`src/design/lcgsm_pkg.sv`:
```
// shared constants and types for the lcg sparse mask generator
package lcgsm_pkg;

  localparam logic [63:0] LCG_MUL       = 64'd2862933555777941757;
  localparam logic [63:0] LCG_ADD       = 64'd3037000493;
  localparam logic [63:0] SEED_AT_RESET = 64'd42;

  localparam logic [1:0] KIND_DRAW64 = 2'd0;
  localparam logic [1:0] KIND_DRAW32 = 2'd1;
  localparam logic [1:0] KIND_MASK   = 2'd2;
  localparam logic [1:0] KIND_RESEED = 2'd3;

  typedef enum logic [2:0] {
    PH_IDLE,
    PH_LL,
    PH_LH,
    PH_HL,
    PH_ACC,
    PH_ADD
  } adv_phase_e;

  typedef enum logic [1:0] {
    ST_IDLE,
    ST_ADV,
    ST_MOD,
    ST_OUT
  } ctrl_state_e;

endpackage

```
`src/design/lcgsm_mul.sv`:
```
// registered 32x32 unsigned multiplier shared by the generator step
module lcgsm_mul (
  input  logic        clk_i,
  input  logic [31:0] a_i,
  input  logic [31:0] b_i,
  output logic [63:0] p_o
);

  logic [63:0] p_q;

  always_ff @(posedge clk_i) begin
    p_q <= 64'(a_i) * 64'(b_i);
  end

  assign p_o = p_q;

endmodule

```
`src/design/lcgsm_adv.sv`:
```
// one generator advance, x*A + B mod 2^64, as three partial products on one multiplier
module lcgsm_adv
  import lcgsm_pkg::*;
(
  input  logic        clk_i,
  input  logic        rst_ni,
  input  logic        start_i,
  input  logic [63:0] x_i,
  output logic        done_o,
  output logic [63:0] y_o
);

  adv_phase_e  phase_q, phase_d;
  logic [31:0] mul_a, mul_b;
  logic [63:0] prod;
  logic [63:0] acc_q;

  lcgsm_mul u_mul (
    .clk_i (clk_i),
    .a_i   (mul_a),
    .b_i   (mul_b),
    .p_o   (prod)
  );

  always_comb begin
    phase_d = phase_q;
    case (phase_q)
      PH_IDLE: if (start_i) phase_d = PH_LL;
      PH_LL:   phase_d = PH_LH;
      PH_LH:   phase_d = PH_HL;
      PH_HL:   phase_d = PH_ACC;
      PH_ACC:  phase_d = PH_ADD;
      PH_ADD:  phase_d = PH_IDLE;
      default: phase_d = PH_IDLE;
    endcase
  end

  // operand selection and done flag; the product is registered and lands in the cycle after issue
  always_comb begin
    mul_a  = 32'd0;
    mul_b  = 32'd0;
    done_o = 1'b0;
    case (phase_q)
      PH_LL: begin
        mul_a = LCG_MUL[31:0];
        mul_b = x_i[31:0];
      end
      PH_LH: begin
        mul_a = LCG_MUL[31:0];
        mul_b = x_i[63:32];
      end
      PH_HL: begin
        mul_a = LCG_MUL[63:32];
        mul_b = x_i[31:0];
      end
      PH_ADD:  done_o = 1'b1;
      default: ;
    endcase
  end

  // only the low halves of the cross products reach the upper word
  always_ff @(posedge clk_i) begin
    case (phase_q)
      PH_LH:   acc_q <= prod;
      PH_HL:   acc_q[63:32] <= acc_q[63:32] + prod[31:0];
      PH_ACC:  acc_q[63:32] <= acc_q[63:32] + prod[31:0];
      default: ;
    endcase
  end

  always_ff @(posedge clk_i or negedge rst_ni) begin
    if (!rst_ni) begin
      phase_q <= PH_IDLE;
    end else begin
      phase_q <= phase_d;
    end
  end

  assign y_o = acc_q + LCG_ADD;

endmodule

```
`src/design/lcgsm_idx.sv`:
```
// reduces the upper state word to a bit index modulo the mask width
module lcgsm_idx #(
  parameter int MASK_WIDTH = 64
) (
  input  logic                          clk_i,
  input  logic                          rst_ni,
  input  logic                          start_i,
  input  logic [31:0]                   upper_i,
  output logic                          done_o,
  output logic [$clog2(MASK_WIDTH)-1:0] idx_o
);

  localparam int IDX_W = $clog2(MASK_WIDTH);

  generate
    if ((1 << IDX_W) == MASK_WIDTH) begin : g_pow2
      logic             done_q;
      logic [IDX_W-1:0] idx_q;

      always_ff @(posedge clk_i) begin
        if (start_i) idx_q <= upper_i[IDX_W-1:0];
      end

      always_ff @(posedge clk_i or negedge rst_ni) begin
        if (!rst_ni) begin
          done_q <= 1'b0;
        end else begin
          done_q <= start_i;
        end
      end

      assign done_o = done_q;
      assign idx_o  = idx_q;
    end else begin : g_fold
      // byte weights fold the word to 16 bits, a reciprocal multiply gives the
      // quotient and the remainder follows, one step per cycle
      localparam int          SHIFT = 16 + IDX_W;
      localparam logic [15:0] W1    = 16'((1 << 8) % MASK_WIDTH);
      localparam logic [15:0] W2    = 16'((1 << 16) % MASK_WIDTH);
      localparam logic [15:0] W3    = 16'((1 << 24) % MASK_WIDTH);
      localparam logic [17:0] RECIP = 18'(((1 << SHIFT) + MASK_WIDTH - 1) / MASK_WIDTH);

      logic             fold_vld_q, quot_vld_q, done_q;
      logic [15:0]      fold_q, fold_d;
      logic [15:0]      quot_q;
      logic [33:0]      quot_prod;
      logic [15:0]      rem_full;
      logic [IDX_W-1:0] rem_q;

      assign fold_d = 16'(upper_i[7:0])
                    + 16'(upper_i[15:8]) * W1
                    + 16'(upper_i[23:16]) * W2
                    + 16'(upper_i[31:24]) * W3;

      assign quot_prod = 34'(fold_q) * 34'(RECIP);
      assign rem_full  = fold_q - quot_q * 16'(MASK_WIDTH);

      always_ff @(posedge clk_i) begin
        if (start_i) fold_q <= fold_d;
        if (fold_vld_q) quot_q <= 16'(quot_prod >> SHIFT);
        if (quot_vld_q) rem_q <= rem_full[IDX_W-1:0];
      end

      always_ff @(posedge clk_i or negedge rst_ni) begin
        if (!rst_ni) begin
          fold_vld_q <= 1'b0;
          quot_vld_q <= 1'b0;
          done_q     <= 1'b0;
        end else begin
          fold_vld_q <= start_i;
          quot_vld_q <= fold_vld_q;
          done_q     <= quot_vld_q;
        end
      end

      assign done_o = done_q;
      assign idx_o  = rem_q;
    end
  endgenerate

endmodule

```
`src/design/lcg_sparse_mask_generator.sv`:
```
// 64-bit linear congruential generator with random words and sparse bit masks
//
// Input channel: in_valid_i / in_stall_o carry kind_i, bit_count_i, seed_value_i.
// Output channel: out_valid_o / out_stall_i carry value_o.
// Kind 0 returns the advanced 64-bit state, kind 1 its upper 32 bits, kind 2 a
// mask of min(bit_count, MASK_WIDTH) distinct set bits, kind 3 loads seed_value
// and returns nothing (block stays ready).
// One request is worked on at a time; in_stall_o is high until its result is in
// the output register, and the next request can be taken in that same cycle.
// Each generator advance runs on the shared 32x32 multiplier through phases LL,
// LH, HL, ACC and ADD (three partial products, two accumulates, one add). For
// kinds 0 and 1 the advanced state goes to res_q and then to the output register.
// Kind 2 runs one advance per draw, then the index reduction (idx_q at a
// power-of-two width, fold_q, quot_q and rem_q otherwise), then loads the
// result; a zero count goes straight to the output. Rejected repeats add draws;
// a full 64-bit mask needs roughly 300 draws.
// The output register holds a finished result while out_stall_i is high; the
// next request may still be taken, and its result then waits, keeping
// in_stall_o high, until the register drains.
// Reset sets the generator state to 42 and clears the mask and output valid.
module lcg_sparse_mask_generator
  import lcgsm_pkg::*;
#(
  parameter int MASK_WIDTH = 64
) (
  input  logic        clk_i,
  input  logic        rst_ni,
  input  logic        in_valid_i,
  output logic        in_stall_o,
  input  logic [1:0]  kind_i,
  input  logic [6:0]  bit_count_i,
  input  logic [63:0] seed_value_i,
  output logic        out_valid_o,
  input  logic        out_stall_i,
  output logic [63:0] value_o
);

  localparam int CNT_W = $clog2(MASK_WIDTH + 1);
  localparam int IDX_W = $clog2(MASK_WIDTH);

  ctrl_state_e           state_q, state_d;
  logic [63:0]           gen_q, gen_d;
  logic [1:0]            kind_q, kind_d;
  logic [CNT_W-1:0]      target_q, target_d;
  logic [CNT_W-1:0]      placed_q, placed_d;
  logic [MASK_WIDTH-1:0] mask_q, mask_d;
  logic [63:0]           res_q, res_d;
  logic                  out_valid_q, out_valid_d;
  logic [63:0]           value_q, value_d;

  logic                  in_accept, out_load;
  logic [CNT_W-1:0]      sat_count;
  logic                  adv_start, adv_done;
  logic [63:0]           adv_y;
  logic                  idx_start, idx_done;
  logic [IDX_W-1:0]      idx;
  logic                  bit_new;
  logic [CNT_W-1:0]      placed_inc;
  logic [MASK_WIDTH-1:0] mask_set;

  assign in_accept = in_valid_i && (state_q == ST_IDLE);
  assign out_load  = (state_q == ST_OUT) && (!out_valid_q || !out_stall_i);
  assign sat_count = (bit_count_i > 7'(MASK_WIDTH)) ? CNT_W'(MASK_WIDTH)
                                                     : bit_count_i[CNT_W-1:0];

  assign bit_new    = !mask_q[idx];
  assign placed_inc = placed_q + CNT_W'(bit_new);
  assign mask_set   = mask_q | (MASK_WIDTH'(bit_new) << idx);

  assign adv_start = (in_accept && (kind_i != KIND_RESEED)
                      && !((kind_i == KIND_MASK) && (sat_count == '0)))
                  || ((state_q == ST_MOD) && idx_done && (placed_inc != target_q));
  assign idx_start = (state_q == ST_ADV) && adv_done && (kind_q == KIND_MASK);

  lcgsm_adv u_adv (
    .clk_i   (clk_i),
    .rst_ni  (rst_ni),
    .start_i (adv_start),
    .x_i     (gen_q),
    .done_o  (adv_done),
    .y_o     (adv_y)
  );

  lcgsm_idx #(
    .MASK_WIDTH (MASK_WIDTH)
  ) u_idx (
    .clk_i   (clk_i),
    .rst_ni  (rst_ni),
    .start_i (idx_start),
    .upper_i (adv_y[63:32]),
    .done_o  (idx_done),
    .idx_o   (idx)
  );

  always_comb begin
    state_d = state_q;
    case (state_q)
      ST_IDLE: begin
        if (in_accept) begin
          if (kind_i == KIND_RESEED) state_d = ST_IDLE;
          else if ((kind_i == KIND_MASK) && (sat_count == '0)) state_d = ST_OUT;
          else state_d = ST_ADV;
        end
      end
      ST_ADV: begin
        if (adv_done) state_d = (kind_q == KIND_MASK) ? ST_MOD : ST_OUT;
      end
      ST_MOD: begin
        if (idx_done) state_d = (placed_inc == target_q) ? ST_OUT : ST_ADV;
      end
      ST_OUT: begin
        if (out_load) state_d = ST_IDLE;
      end
      default: state_d = ST_IDLE;
    endcase
  end

  always_comb begin
    gen_d    = gen_q;
    kind_d   = kind_q;
    target_d = target_q;
    placed_d = placed_q;
    mask_d   = mask_q;
    res_d    = res_q;
    case (state_q)
      ST_IDLE: begin
        if (in_accept) begin
          kind_d = kind_i;
          if (kind_i == KIND_RESEED) begin
            gen_d = seed_value_i;
          end else if (kind_i == KIND_MASK) begin
            target_d = sat_count;
            placed_d = '0;
            mask_d   = '0;
            res_d    = '0;
          end
        end
      end
      ST_ADV: begin
        if (adv_done) begin
          gen_d = adv_y;
          if (kind_q == KIND_DRAW32) res_d = {32'd0, adv_y[63:32]};
          else res_d = adv_y;
        end
      end
      ST_MOD: begin
        if (idx_done) begin
          mask_d   = mask_set;
          placed_d = placed_inc;
          res_d    = 64'(mask_set);
        end
      end
      default: ;
    endcase
  end

  // output register: a new load wins over a drain in the same cycle
  always_comb begin
    value_d     = value_q;
    out_valid_d = out_valid_q;
    if (out_load) begin
      value_d     = res_q;
      out_valid_d = 1'b1;
    end else if (!out_stall_i) begin
      out_valid_d = 1'b0;
    end
  end

  always_ff @(posedge clk_i) begin
    kind_d_hold: begin
      res_q   <= res_d;
      value_q <= value_d;
    end
  end

  always_ff @(posedge clk_i or negedge rst_ni) begin
    if (!rst_ni) begin
      state_q     <= ST_IDLE;
      gen_q       <= SEED_AT_RESET;
      kind_q      <= KIND_DRAW64;
      target_q    <= '0;
      placed_q    <= '0;
      mask_q      <= '0;
      out_valid_q <= 1'b0;
    end else begin
      state_q     <= state_d;
      gen_q       <= gen_d;
      kind_q      <= kind_d;
      target_q    <= target_d;
      placed_q    <= placed_d;
      mask_q      <= mask_d;
      out_valid_q <= out_valid_d;
    end
  end

  assign in_stall_o  = (state_q != ST_IDLE);
  assign out_valid_o = out_valid_q;
  assign value_o     = value_q;

`ifndef SYNTH
  a_adv_done_in_adv: assert property (@(posedge clk_i) disable iff (!rst_ni)
    adv_done |-> (state_q == ST_ADV))
    else $error("generator step finished outside the advance state");

  a_mask_popcount: assert property (@(posedge clk_i) disable iff (!rst_ni)
    $countones(mask_q) == int'(placed_q))
    else $error("mask population differs from placed bit count");

  a_placed_bound: assert property (@(posedge clk_i) disable iff (!rst_ni)
    placed_q <= target_q)
    else $error("more bits placed than requested");

  a_reseed_loads: assert property (@(posedge clk_i) disable iff (!rst_ni)
    (in_accept && (kind_i == KIND_RESEED)) |=> (gen_q == $past(seed_value_i)))
    else $error("reseed transaction did not load the generator state");
`endif

endmodule
```
`config.mk`:
```
export PLATFORM = sky130hd
export DESIGN_NAME = lcg_sparse_mask_generator
export DESIGN_NICKNAME = d
export VERILOG_FILES = /design/src/design/lcgsm_pkg.sv /design/src/design/lcgsm_mul.sv /design/src/design/lcgsm_adv.sv /design/src/design/lcgsm_idx.sv /design/src/design/lcg_sparse_mask_generator.sv
export SDC_FILE = /design/constraint.sdc
export NUM_CORES = 2
export LEC_CHECK = 0
export BUFFER_PORTS_ARGS = -buffer_cell sky130_fd_sc_hd__buf_2
export CAP_MARGIN = 20
export CORE_MARGIN = 1.5
export CORE_UTILIZATION = 30
export DETAILED_ROUTE_END_ITERATION = 7
export PLACE_DENSITY = 0.49
export REMOVE_ABC_BUFFERS = 1
export SYNTH_ARGS = -nofsm -noshare
export SYNTH_HDL_FRONTEND = slang
export SYNTH_SLANG_ARGS = --single-unit
```
`constraint.sdc`:
```
create_clock -name clk_i -period 16.2 [get_ports clk_i]
set_input_delay 3.24 -clock clk_i [delete_from_list [all_inputs] [get_ports clk_i]]
set_output_delay 3.24 -clock clk_i [all_outputs]
set_load 0.05 [all_outputs]
```
==> key figures <==
Yosys
  • Post-synthesis sequential area ratio: 25.5%
  • Mapped Area: 43300 µm²
  • #FFs+latches synth: 413
  • Synth Warn #: 0
  • Unique cell type count in the Yosys netlist: 86
  • Yosys top cell by area: fa_1
  • Post-Syn Area per Cell: 10.4 µm²
  • Top-area cell type share of the netlist area: 29.1%
  • Primary FF master, synth: edfxtp_1
  • Post-synth EDFFs: 198
  • Gate count of the mapped netlist: 4150
  • Post-synth ARST share: 36.6%
  • Synth area leaders: fa_1 29%, edfxtp_1 14%, ha_1 13%, dfrtp_1 8.6%, inv_1 7.6%

Route
  • Initial DRC Count: 2069
  • Detail Route Antenna Nets: 0
  • DR pass1 iterations: 7
  • Via density: 4.85
  • Via Count: 30100
  • Final WL: 143 mm
  • Drc violations: 0
  • Avg WL per Cell: 23.0 µm

STA
  • Setup TNS: 0 ns
  • F_max: 0.0943 GHz
  • Rel. slew slack: 3.23%
  • Slew Limit Fails: 0
  • Unrepaired setup endpoints after global routing: no
  • Worst Tran Pin Value: 1.45 ns
  • Final min period: 10.60 ns
  • Tcrit/Tclk final: 65.5%
  • Clock skew: 0.0266 ns
  • Setup Viol. Count Final: 0
  • Final Hold Viols: 0

Clock network
  • CTS tree: built
  • Clock Sinks: 413
  • CTS Hold Buffers Added: 0
  • Worst skew pair latency: 0.59 ns
  • Cts bufs inserted: 43
  • Clk root buf: clkbuf_16
  • Clk slew on worst S/H paths: 0.06 ns
  • Clock buffer depth: 3
  • Post-cts resize count: 0
  • H-tree depth: 2
  • Post-CTS Setup Repair Bufs: 0

Placed design
  • Post-detail-place hpwl: 120 mm
  • IO buf count: 142
  • Gpl congestion: 0.925

Floorplanning
  • Die extent in y: 383 µm
  • Initial core utilization: 30.2%
  • DIE AREA: 146000 µm²
  • Num rows: 139
  • Core outline area: 143000 µm²
  • I/O Pins: 143
  • Die width: 383 µm

Setup path
  • Worst endpoint data arrival time: 11.06 ns
  • Req. time, crit path: 16.65 ns
  • CP endpoint kind: flop
  • Worst reg2reg path depth: 29
  • CP peak stage delay: 0.79 ns
  • RR Endpoint: u_adv.u_mul.p_o[63]
  • CP dominant cell by count: fa_1
  • Slowest cell on crit path: a22o_1
  • CP startpoint kind: flop
  • Worst R2R Setup Slack: 5.60 ns
  • Crit path kind: flop to flop
  • CP max FO: 34
  • FF-to-FF Start: u_adv.phase_q[0]

GRT
  • First-pass GRT wire length: 211 mm
  • Tot GR Track Use: 19.5%
  • Grt ovf: 0
  • Vias in the first global route: 31700
  • Initial antenna violation count: 3
  • Largest net degree at the start of global routing: 83

Outcome
  • Status: finished clean

Worst hold path
  • WHS Path Cells: 0
  • Min-Delay Path Class: flop to flop
  • Hold path endpoint: value_o[38]
  • Hold Startpoint: res_q[38]

Layout
  • Synth-to-layout area growth: 10.4%
  • Diode count: 0
  • Share of cells above drive strength 1: 7.89%
  • Nets@finish: 5420

Run
  • Max-cap violations: 0
==> critical path, delay by kind of cell (launching register included) <==
kind            cells  cell delay, ns
xor+xnor            1            0.16
buf+inv             5            1.12
fa+ha+maj           9            4.20
simple gates        8            2.33
flops               1            0.49
compound gates      6            2.11
==> Yosys cell counts, types with 7 or more instances <==
| master | instances |
|---|---|
| inv_1 | 874 |
| xnor2_1 | 103 |
| nor4_1 | 12 |
| mux4_2 | 20 |
| and3_1 | 25 |
| o21ai_1 | 9 |
| o221ai_1 | 15 |
| mux2i_1 | 27 |
| a211oi_1 | 38 |
| o21ai_0 | 148 |
| o22ai_1 | 38 |
| buf_1 | 11 |
| nor3b_1 | 13 |
| or3_1 | 7 |
| a211o_1 | 7 |
| nand4_1 | 21 |
| and2_1 | 23 |
| clkbuf_1 | 95 |
| or2_2 | 8 |
| a22o_1 | 18 |
| ha_1 | 452 |
| o21bai_1 | 15 |
| nand3_1 | 37 |
| fa_1 | 628 |
| dfxtp_1 | 64 |
| a21oi_1 | 240 |
| o211ai_1 | 9 |
| a31oi_1 | 13 |
| nand2b_1 | 24 |
| a21o_1 | 87 |
| nor2b_1 | 19 |
| edfxtp_1 | 198 |
| xor2_1 | 70 |
| o21a_1 | 20 |
| o22a_1 | 8 |
| nor2_1 | 232 |
| dfrtp_1 | 148 |
| a22oi_1 | 20 |
| nor3_1 | 24 |
| nand2_1 | 223 |
==> how the worst max path moves through the flow <==
stage | start | endpoint | slack [ns]
finish | u_adv.phase_q[0] | u_adv.u_mul.p_o[63] | 5.60
global route | u_adv.phase_q[0] | u_adv.u_mul.p_o[63] | 5.18
CTS | u_adv.phase_q[0] | u_adv.u_mul.p_o[63] | 5.59
detailed placement | u_adv.phase_q[0] | u_adv.u_mul.p_o[63] | 5.62
global placement | u_adv.phase_q[2] | u_adv.u_mul.p_o[61] | 5.07
floorplan | u_adv.phase_q[0] | u_adv.u_mul.p_o[62] | 2.88
==> logic make-up after synthesis <==
logic type,count (synthesis),synth area share (%)
compound gates,739,10.8
xor+xnor,173,3.50
fa+ha+maj,1080,42.1
buf+inv,995,8.76
flops,413,25.5
mux,53,1.82
simple gates,697,7.51
==> cells in the final DEF, fill, tap and decap left out, types with 47 or more instances in the layout <==
cell / netlist / routed
fa_1: 628 / 628
a21o_1: 87 / 87
xnor2_1: 103 / 103
dfxtp_1: 64 / 64
nor2_1: 232 / 230
inv_1: 874 / 874
edfxtp_1: 198 / 198
xor2_1: 70 / 70
dfrtp_1: 148 / 148
buf_2: 5 / 143
nand2_1: 223 / 223
clkbuf_16: 0 / 47
ha_1: 452 / 451
o21ai_0: 148 / 148
a21oi_1: 240 / 240
==> area by class of cell <==
| class | instances | area, µm² |
|---|---|---|
| clock buffer | 49 | 1180 |
| clock inverter | 30 | 318 |
| fill | 14800 | 95600 |
| inverter | 875 | 3280 |
| multi-input combinational | 2742 | 28500 |
| sequential | 413 | 11000 |
| tap | 1903 | 2380 |
| timing repair buffer | 188 | 1060 |
==> registers in the layout, summed over array words and instances, names as in the netlist, 3 cells and up <==
register,cells
gen_q,64
mask_q,64
res_q,64
u_adv.acc_q,64
u_adv.u_mul.p_o,64
value_o,64
placed_q,7
target_q,7
u_idx.idx_o,6
u_adv.phase_q,3
==> stage by stage <==
stage	instance area (µm²)	hold slack (ns)	instances	util, %	setup WS, ns
floorplan	42800	0.400	4030	-	2.88
global placement	46200	0.403	6117	32.3	5.07
detailed placement	46200	0.405	6120	32.3	5.62
CTS	47700	0.420	6199	33.3	5.59
global route	47800	0.423	6200	33.3	5.18
finish	47800	0.419	6200	33.3	5.60
==> per-layer routing <==
layer	wire (µm)	up-vias	GRT usage (%)
li1	-	13700	-
met1	63400	15400	26.6
met2	69100	763	33.4
met3	7430	119	2.31
met4	2600	0	3.58
met5	0	-	0
Power is not shown: default switching activity piles up to over one toggle a cycle in this logic, so the estimate is an artifact.
